**config.mk**
```make
export PLATFORM = sky130hd
export DESIGN_NAME = rgb_to_hsv_convert
export DESIGN_NICKNAME = d
export VERILOG_FILES = /design/src/rtl/core/r2hsv_pkg.sv /design/src/rtl/core/rgb_to_hsv_convert.sv
export SDC_FILE = /design/constraint.sdc
export NUM_CORES = 2
export LEC_CHECK = 0
export BUFFER_PORTS_ARGS = -buffer_cell sky130_fd_sc_hd__clkbuf_2
export CELL_PAD_IN_SITES_DETAIL_PLACEMENT = 0
export CELL_PAD_IN_SITES_GLOBAL_PLACEMENT = 1
export CORE_MARGIN = 2
export CORE_UTILIZATION = 30
export CTS_BUF_LIST = sky130_fd_sc_hd__clkbuf_8
export DETAILED_ROUTE_END_ITERATION = 16
export GPL_TIMING_DRIVEN = 1
export PLACE_DENSITY_LB_ADDON = 0.08
export SYNTH_ARGS = -nofsm -noshare
export SYNTH_HDL_FRONTEND = slang
export SYNTH_SLANG_ARGS = --single-unit
```
**constraint.sdc**
```tcl
create_clock -name i_clk -period 16 [get_ports i_clk]
set_input_delay 3.2 -clock i_clk [delete_from_list [all_inputs] [get_ports i_clk]]
set_output_delay 3.2 -clock i_clk [all_outputs]
set_load 0.02 [all_outputs]
```
**src/rtl/core/r2hsv_pkg.sv**
```systemverilog
// shared types and constants for the rgb to hsv converter
`default_nettype none

package r2hsv_pkg;

    // component precision, all-ones means 1.0
    localparam int COMPONENT_BITS = 16;
    // width of every port field
    localparam int FIELD_BITS     = 16;
    // hue numerator and divisor are below 6 * 2^COMPONENT_BITS
    localparam int HUE_BITS       = COMPONENT_BITS + 3;
    // two front stages plus one stage per quotient bit
    localparam int LATENCY        = COMPONENT_BITS + 2;

    typedef logic [FIELD_BITS-1:0]     t_field;
    typedef logic [COMPONENT_BITS-1:0] t_comp;

    typedef struct packed {
        t_field red;
        t_field green;
        t_field blue;
    } t_hsv_req;

    typedef struct packed {
        t_field hue;
        t_field saturation;
        t_field value;
    } t_hsv_res;

    // which component holds the maximum
    typedef enum logic [1:0] {
        SEC_RED,
        SEC_GREEN,
        SEC_BLUE
    } t_sector;

endpackage

`default_nettype wire

```
**src/rtl/core/rgb_to_hsv_convert.sv**
```systemverilog
// rgb to hsv pixel converter, fully pipelined
`default_nettype none

// Converts one rgb pixel per clock into hue, saturation and value. A request
// is taken whenever i_start is high; o_busy is always low because the
// pipeline never stalls. The result for a request appears on o_result with
// o_valid high for one cycle, in request order, and must be captured then.
// Throughput is one pixel per clock. The two dividers (saturation and hue)
// produce one quotient bit per pipeline stage, running side by side after a
// min/max stage and a setup stage. Grey pixels give hue and saturation of
// zero.
module rgb_to_hsv_convert (
    input  wire                 i_clk,
    input  wire                 i_rst_n,
    input  wire                 i_start,
    input  r2hsv_pkg::t_hsv_req i_request,
    output logic                o_busy,
    output logic                o_valid,
    output r2hsv_pkg::t_hsv_res o_result
);

    localparam int CB = r2hsv_pkg::COMPONENT_BITS;
    localparam int HW = r2hsv_pkg::HUE_BITS;

    // one divider stage: remainders, divisors and partial quotients
    typedef struct packed {
        logic                valid;
        logic                grey;
        r2hsv_pkg::t_comp    value;
        logic [HW-1:0]       hrem;
        logic [HW-1:0]       hdiv;
        r2hsv_pkg::t_comp    hq;
        r2hsv_pkg::t_comp    srem;
        r2hsv_pkg::t_comp    slo;
        r2hsv_pkg::t_comp    sq;
    } t_div_stage;

    // ------------------------------------------------------------------
    // stage a: min, max, sector and signed difference for the hue
    // ------------------------------------------------------------------
    r2hsv_pkg::t_comp   w_r, w_g, w_b;
    r2hsv_pkg::t_comp   n_a_max, n_a_min;
    r2hsv_pkg::t_sector n_a_sec;
    logic signed [CB:0] n_a_diff;

    logic               r_a_valid;
    r2hsv_pkg::t_comp   r_a_max, r_a_min;
    r2hsv_pkg::t_sector r_a_sec;
    logic signed [CB:0] r_a_diff;

    assign o_busy = 1'b0;

    // bits above the component width are dropped
    assign w_r = r2hsv_pkg::t_comp'(i_request.red);
    assign w_g = r2hsv_pkg::t_comp'(i_request.green);
    assign w_b = r2hsv_pkg::t_comp'(i_request.blue);

    always_comb begin
        n_a_max = w_r;
        if (w_g > n_a_max) n_a_max = w_g;
        if (w_b > n_a_max) n_a_max = w_b;
        n_a_min = w_r;
        if (w_g < n_a_min) n_a_min = w_g;
        if (w_b < n_a_min) n_a_min = w_b;
        // red wins ties, then green
        if (w_r == n_a_max) begin
            n_a_sec  = r2hsv_pkg::SEC_RED;
            n_a_diff = $signed({1'b0, w_g}) - $signed({1'b0, w_b});
        end else if (w_g == n_a_max) begin
            n_a_sec  = r2hsv_pkg::SEC_GREEN;
            n_a_diff = $signed({1'b0, w_b}) - $signed({1'b0, w_r});
        end else begin
            n_a_sec  = r2hsv_pkg::SEC_BLUE;
            n_a_diff = $signed({1'b0, w_r}) - $signed({1'b0, w_g});
        end
    end

    always_ff @(posedge i_clk) begin
        if (!i_rst_n) begin
            r_a_valid <= 1'b0;
        end else begin
            r_a_valid <= i_start && !o_busy;
        end
        r_a_max  <= n_a_max;
        r_a_min  <= n_a_min;
        r_a_sec  <= n_a_sec;
        r_a_diff <= n_a_diff;
    end

    // ------------------------------------------------------------------
    // stage b: delta, hue numerator in sixths of a turn, divider operands
    // ------------------------------------------------------------------
    r2hsv_pkg::t_comp        w_delta;
    logic signed [HW:0]      w_delta_x;
    logic signed [HW:0]      w_base;
    logic signed [HW:0]      w_num;
    logic [2*CB-1:0]         w_sat_num;
    t_div_stage              n_pipe [0:CB];
    t_div_stage              r_pipe [0:CB];

    always_comb begin
        w_delta   = r_a_max - r_a_min;
        w_delta_x = $signed({4'b0, w_delta});
        case (r_a_sec)
            r2hsv_pkg::SEC_RED: begin
                // negative angle wraps by one full turn
                w_base = (r_a_diff < 0) ? (w_delta_x <<< 2) + (w_delta_x <<< 1)
                                        : '0;
            end
            r2hsv_pkg::SEC_GREEN: begin
                w_base = w_delta_x <<< 1;
            end
            r2hsv_pkg::SEC_BLUE: begin
                w_base = w_delta_x <<< 2;
            end
            default: begin
                w_base = '0;
            end
        endcase
        w_num     = w_base + (HW + 1)'(r_a_diff);
        // delta * full = (delta << CB) - delta
        w_sat_num = {w_delta, {CB{1'b0}}} - {{CB{1'b0}}, w_delta};

        n_pipe[0].valid = r_a_valid;
        n_pipe[0].grey  = (r_a_max == r_a_min);
        n_pipe[0].value = r_a_max;
        n_pipe[0].hrem  = w_num[HW-1:0];
        n_pipe[0].hdiv  = HW'({w_delta, 2'b0}) + HW'({w_delta, 1'b0});
        n_pipe[0].hq    = '0;
        n_pipe[0].srem  = w_sat_num[2*CB-1:CB];
        n_pipe[0].slo   = w_sat_num[CB-1:0];
        n_pipe[0].sq    = '0;
    end

    always_ff @(posedge i_clk) begin
        if (!i_rst_n) begin
            r_pipe[0].valid <= 1'b0;
        end else begin
            r_pipe[0] <= n_pipe[0];
        end
    end

    // ------------------------------------------------------------------
    // divider stages: one restoring step of each divider per stage
    // ------------------------------------------------------------------
    for (genvar k = 0; k < CB; k++) begin : g_div
        logic [HW:0] w_hsh;
        logic [CB:0] w_ssh;
        logic        w_hbit;
        logic        w_sbit;

        always_comb begin
            w_hsh  = {r_pipe[k].hrem, 1'b0};
            w_ssh  = {r_pipe[k].srem, r_pipe[k].slo[CB-1]};
            w_hbit = (w_hsh >= {1'b0, r_pipe[k].hdiv});
            w_sbit = (w_ssh >= {1'b0, r_pipe[k].value});

            n_pipe[k+1]       = r_pipe[k];
            n_pipe[k+1].hrem  = w_hbit ? HW'(w_hsh - {1'b0, r_pipe[k].hdiv})
                                       : w_hsh[HW-1:0];
            n_pipe[k+1].hq    = {r_pipe[k].hq[CB-2:0], w_hbit};
            n_pipe[k+1].srem  = w_sbit ? CB'(w_ssh - {1'b0, r_pipe[k].value})
                                       : w_ssh[CB-1:0];
            n_pipe[k+1].slo   = {r_pipe[k].slo[CB-2:0], 1'b0};
            n_pipe[k+1].sq    = {r_pipe[k].sq[CB-2:0], w_sbit};
        end

        always_ff @(posedge i_clk) begin
            if (!i_rst_n) begin
                r_pipe[k+1].valid <= 1'b0;
            end else begin
                r_pipe[k+1] <= n_pipe[k+1];
            end
        end
    end

    // ------------------------------------------------------------------
    // result: grey pixels force hue and saturation to zero
    // ------------------------------------------------------------------
    assign o_valid             = r_pipe[CB].valid;
    assign o_result.hue        = r_pipe[CB].grey ? '0 : r2hsv_pkg::t_field'(r_pipe[CB].hq);
    assign o_result.saturation = r_pipe[CB].grey ? '0 : r2hsv_pkg::t_field'(r_pipe[CB].sq);
    assign o_result.value      = r2hsv_pkg::t_field'(r_pipe[CB].value);

    // ------------------------------------------------------------------
    // assertions
    // ------------------------------------------------------------------
    a_fixed_latency : assert property (@(posedge i_clk) disable iff (!i_rst_n)
        o_valid |-> $past(i_start, r2hsv_pkg::LATENCY))
        else $error("result without a matching request");

    a_no_drop : assert property (@(posedge i_clk) disable iff (!i_rst_n)
        (i_start && !o_busy) |-> ##(r2hsv_pkg::LATENCY) o_valid)
        else $error("request did not produce a result");

    a_div_rem : assert property (@(posedge i_clk) disable iff (!i_rst_n)
        (r_pipe[CB].valid && !r_pipe[CB].grey) |->
            (r_pipe[CB].hrem < r_pipe[CB].hdiv) && (r_pipe[CB].srem < r_pipe[CB].value))
        else $error("divider remainder out of range");

    a_grey_hue : assert property (@(posedge i_clk) disable iff (!i_rst_n)
        (o_valid && o_result.saturation == '0) |-> (o_result.hue == '0))
        else $error("zero saturation with nonzero hue");

endmodule

`default_nettype wire
```
Yosys cells after proc, flatten, opt, wreduce, memory -nomap -nowiden
Memory sizes are Yosys's and may differ from the RTL's.
Index checks and enable logic that the tools add are counted.

storage, ports and cells
  logic and storage cells = 168
  bits in registers = 52
  output and inout port bits = 50
  memories kept = 1
  bits in writable memories = 2040
  input bits = 51

memories
  memory  words  bits a word  rd ports  clocked after Yosys merged registers in  wr ports  RTL line                  text
  r_pipe  17     120          17        0                                        17        rgb_to_hsv_convert.sv:99  t_div_stage r_pipe [0:CB];

cells by class
  reduce and logical (&&, ||, !) cells = 1
  bitwise gates (word level) = 17
  muxes and demuxes = 62
  $lt $le $gt $ge = 37
  equal/unequal tests = 5
  add/subtract/negate cells = 40

operators by type and width
  cell                                                         number
  two-way mux 16 bit                                           22
  two-way mux 19 bit                                           17
  greater-or-equal comparator 20 x 19 -> 1 bit                 16
  subtractor 19 bit                                            16
  greater-or-equal comparator 17 x 16 -> 1 bit                 16
  subtractor 16 bit                                            17
  one-hot mux 19 bit (3 select lines)                          1
  subtractor 16 x 16 -> 17 bit                                 3
  equality test 16 bit                                         3
  adder 18 x 17 -> 19 bit                                      2
  two-way mux 17 bit                                           2
  greater-than comparator 16 bit                               2
  less-than comparator 16 bit                                  2
  subtractor 32 x 16 -> 32 bit                                 1
  adder 19 x 17 -> 19 bit                                      1
  two-way mux 1 bit                                            19
  less-than comparator 17 x 1 -> 1 bit, second input constant  1
  bitwise OR 1 bit                                             17
  equality test 2 x 1 -> 1 bit, second input constant          1
  equality test 2 bit, second input constant                   1
  zero test 2 bit                                              1
  two-way mux 2 bit                                            1

Logic depth before layout (Yosys ltp)
  depth in word-level cells = 7
  mapped depth = 26
  gate-level depth less buffers = 24

Least setup slack after synthesis
OpenSTA, ideal clock, no wires.

  kind = input port to flip-flop
  from = in i_request[17] (netlist name)
  to = reg r_a_diff[16]
  required time = 15879 ps
  arrival time = 7774 ps
  stages on the path = 23
  path buffers = 4
  setup time = 121 ps
  setup slack = 8105 ps
  cells stage by stage = inv_1 -> ha_1 -> nor2b_1 -> o31a_1 -> o31ai_1 -> a21oi_1 -> or3_4 -> buf_2 -> clkbuf_1 -> nor2_1 -> a21oi_1 -> ha_1 -> nand4_1 -> nor4_1 -> a21oi_1 -> nor2_1 -> clkbuf_1 -> nor2_1 -> a22oi_1 -> nand2_1 -> nor4_1 -> buf_4 -> mux2_2

between the ends
  cells in the longest elaborated chain, start to end = 7
  elaborated cells on any way between the ends = 10
  those cells by class = add/sub (2); order compare (2); eq/ne (2); mux (4)

RTL lines
  what                            RTL line                  text
  start, declared                 rgb_to_hsv_convert.sv:16  input r2hsv_pkg::t_hsv_req i_request,
  greater-than comparator 16 bit  rgb_to_hsv_convert.sv:60  if (w_g > n_a_max) n_a_max = w_g;
  two-way mux 16 bit              rgb_to_hsv_convert.sv:60
  greater-than comparator 16 bit  rgb_to_hsv_convert.sv:61  if (w_b > n_a_max) n_a_max = w_b;
  two-way mux 16 bit              rgb_to_hsv_convert.sv:61
  equality test 16 bit            rgb_to_hsv_convert.sv:69  end else if (w_g == n_a_max) begin
  two-way mux 17 bit              rgb_to_hsv_convert.sv:69
  two-way mux 17 bit (*)          rgb_to_hsv_convert.sv:66  if (w_r == n_a_max) begin
  via n_a_diff[16]                rgb_to_hsv_convert.sv:44  logic signed [CB:0] n_a_diff;
  end signal, assigned            rgb_to_hsv_convert.sv:87  r_a_diff <= n_a_diff;
  end, declared                   rgb_to_hsv_convert.sv:49  logic signed [CB:0] r_a_diff;

Mark *: on every way through the listed nets, which the timed path passes. The rest lies on a longest branch.
A chain may end at the register's enable or synchronous reset.

Worst setup path after layout
  from = in i_request[17] (netlist name)
  to = reg r_a_diff[8]

The elaborated chain is that of the path after synthesis.

==> summary.txt <==
Clocking
  • CTS Buffer Depth: 4
  • Worst-Skew Late Latency: about 1 ns
  • Clock sinks: 1568
  • Post-CTS Resized: 0
  • TritonCTS clock tree: yes
  • Worst-path clk slew: 0.05 ns
  • CTS Buf Count: 303
  • Setup Buffers After CTS: 0
  • Hold-fix buffer count after cts: 0
  • H-tree Lvls: 5
  • Root buffer cell: clkbuf_8

Detailed routing
  • Residual DRC: 0
  • Wirelength, routed: 228.6 mm
  • Via density: 4.740
  • Final antenna-violating net count: 0
  • DRT iter0 DRCs: between 3000 and 4000
  • Routed length per instance: roughly 20 um
  • Drt pass-1 iters: 7
  • Vias: 55762

Timing
  • Tmin final: roughly 8.7 ns
  • Slew Viols, Final: 0
  • Hold Violations, Final: 0
  • Total negative slack: 0 ns
  • Max Clock Skew: 0.04022 ns
  • Fmax achieved: 0.1150 GHz
  • Setup violations, final: 0
  • RSZ-0062 raised after global routing: false
  • Final worst path period share: 54.36%
  • Worst Tran Pin Value: approximately 1.2 ns
  • Max-slew headroom: 21.72%

Synthesis
  • Register area share after synthesis: roughly 54%
  • Fraction of registers with async set/reset: 0%
  • Top FF cell, synth: edfxtp_1
  • Syn nets: 8228
  • Synthesized area per cell: approximately 12 um^2
  • Yosys cell types: approximately 100
  • Mapped cell area: around 87000 um^2
  • Post-synth EDFFs: 1499
  • Yosys reg bits: 1568
  • YS warnings: 0
  • Syn Inst Count: approximately 7500

Floorplanning
  • Die Ht: 541 um
  • Die X: roughly 540 um
  • Die Area: around 300000 um^2
  • Core Box Area: 287400 um^2
  • Initial Utilization: 30.10%
  • Std cell rows: between 150 and 200
  • I/O pins: 101

GRT
  • Remaining Overflow, GRT: 0
  • Vias in the first global route: 57409
  • Largest net degree at the start of global routing: 174
  • First-pass GRT wire length: around 350 mm
  • Total track usage: 15.43%
  • Initial antenna violation count: 17

Finish
  • Fin area: 97050 um^2
  • Multi-input logic area: 36260 um^2
  • Layout net count: 8510
  • Share of post-route cells with drive strength above 1: around 11%
  • Synth-to-Final Area Change: 12.18%
  • Fillers: 28557
  • Register area: 46390 um^2

Setup path
  • Crit path max fanout: 41
  • CP Launch Type: primary input
  • Critical Path RT: 16.86 ns
  • Setup crit end kind: flip-flop
  • Cells on worst reg2reg path: 21
  • CP Class: primary input to flip-flop
  • Critical path arrival: roughly 9.6 ns

Power and ir drop
  • Power Density: 211.5 nW/um^2
  • Leak Pwr: 38.75 nW
  • Max IR drop VDD: about 0.12 mV

Placed design
  • GP Congestion: 0.8495
  • Dpl cell area: 91420 um^2
  • PortBufs: 99
  • Hpwl dp: 171.7 mm

Run
  • Maximum capacitance violations: 0

Worst hold path
  • Hold-critical path depth: 0
  • HP Class: flip-flop to flip-flop

Run status
  • Status: finished clean
[area by class of cell]
type                    instances  area share [%]
multi-input cells            4889           37.37
flip-flops and latches       1568           47.81
diodes                          7         0.01805
clock buffers                 313           4.439
well taps                    3781           4.875
repair buffers                139          0.8870
clock inverters               225           1.349
inverters                     843           3.260
[registers in the layout, summed over array words and instances (netlist names)]
name       flops
r_a_min       16
r_a_diff      17
r_a_valid      1
r_a_sec        2
r_pipe      1516
r_a_max       16
[worst max-delay path, stage by stage]
cell	delay, ns
clkbuf_2	0.20
inv_1	0.13
ha_1	0.33
nor2b_1	0.16
o31a_1	0.27
o31ai_1	0.36
a21oi_1	0.19
or3_4	0.60
a21oi_1	0.47
ha_1	0.21
nand4_1	0.17
a2111o_1	0.43
a21oi_1	0.29
or2_0	0.79
nor2_2	0.21
a21oi_1	0.27
o221ai_1	0.15
nor4_2	0.28
buf_4	0.40
mux2_2	0.39
[cell families (layout without fill, tap and decap cells)]
kind of cell	count (synthesis)	after routing	share of synthesized area [%]
buffers and inverters	1005	1520	4.508
AOI/OAI and AO/OA	1618	1618	12.37
and+or+nand+nor	1755	1755	9.768
DFF	1568	1568	53.63
adders and majority gates	715	715	10.65
muxes	380	380	4.802
other	1	8	0.004335
xor gates and xnor gates	420	420	4.269
[power breakdown]
part | internal (mW) | switching (mW)
logic | 4.21 | 5.56
registers | 6.25 | 0.721
clock network | 2.00 | 1.79
total | 12.5 | 8.07
[per-layer routing]
layer / wire length [um] / share of wire, % / track usage, % / vias up
met2: 103800 / 45 / 24.94 / 946
met4: 7182 / 3.1 / 5.033 / 2
met5: 13 / 0.0057 / 0 / -
met1: 107800 / 47 / 20.82 / 26464
met3: 9850 / 4.3 / 2.735 / 371
li1: - / - / - / 27979
[cell usage in the layout, fill, tap and decap left out, drive strengths merged, types with 21 or more instances in the layout]
master	count
a2111oi	49
a211oi	86
a21boi	66
a21o	164
a21oi	428
a221oi	22
a311oi	21
a31o	25
a31oi	51
and2	48
and3	29
buf	41
clkbuf	411
clkinv	104
dfxtp	69
edfxtp	1499
fa	36
ha	679
inv	942
mux2	280
mux2i	100
nand2	372
nand2b	45
nand3	96
nand4	84
nor2	589
nor2b	161
nor3	153
nor4	31
o211ai	48
o21a	125
o21ai	309
o31a	25
o31ai	39
or2	34
or3	39
xnor2	291
xor2	129
[Yosys cell counts (95+ instances only)]
library cell	number	area share [%]
nor2_1	586	2.5
a21o_1	164	1.4
nand2_1	371	1.6
xnor2_1	290	2.9
edfxtp_1	1499	52
nor3_1	152	0.88
mux2i_1	100	1.2
ha_1	679	9.8
o21ai_0	299	1.7
xor2_1	128	1.3
o21a_1	125	1.1
clkbuf_1	103	0.45
nor2b_1	161	1.2
nand3_1	95	0.55
inv_1	838	3.6
mux2_2	280	3.6
a21oi_1	425	2.5
[worst paths after layout]
path                            slack, ns                    start                  endpoint
worst min-delay path                 0.38  r_pipe[2][26]$_DFFE_PP_   r_pipe[3][27]$_DFFE_PP_
worst max register to register       9.19       r_a_min[0]$_DFF_P_  r_pipe[0][101]$_DFFE_PP_
worst min register to register       0.38  r_pipe[2][26]$_DFFE_PP_   r_pipe[3][27]$_DFFE_PP_
worst max-delay path                 7.30            i_request[17]       r_a_diff[8]$_DFF_P_
[through the flow]
stage | hold WS [ns] | worst slack, ns | util, % | total power, mW | cells
final | 0.3828 | 7.302 | 33.77 | 20.53 | 11765
after global routing | 0.3504 | 7.048 | 33.77 | 22.31 | 11764
after CTS | 0.3777 | 7.485 | 33.76 | 20.92 | 11758
after detailed placement | 0.4045 | 6.396 | 31.81 | 16.89 | 11220
after global placement | 0.4002 | 6.336 | 31.81 | 16.92 | 11220
after floorplan | 0.3855 | 8.105 | - | 14.06 | 7462
Power figures use the tool's default switching activity.
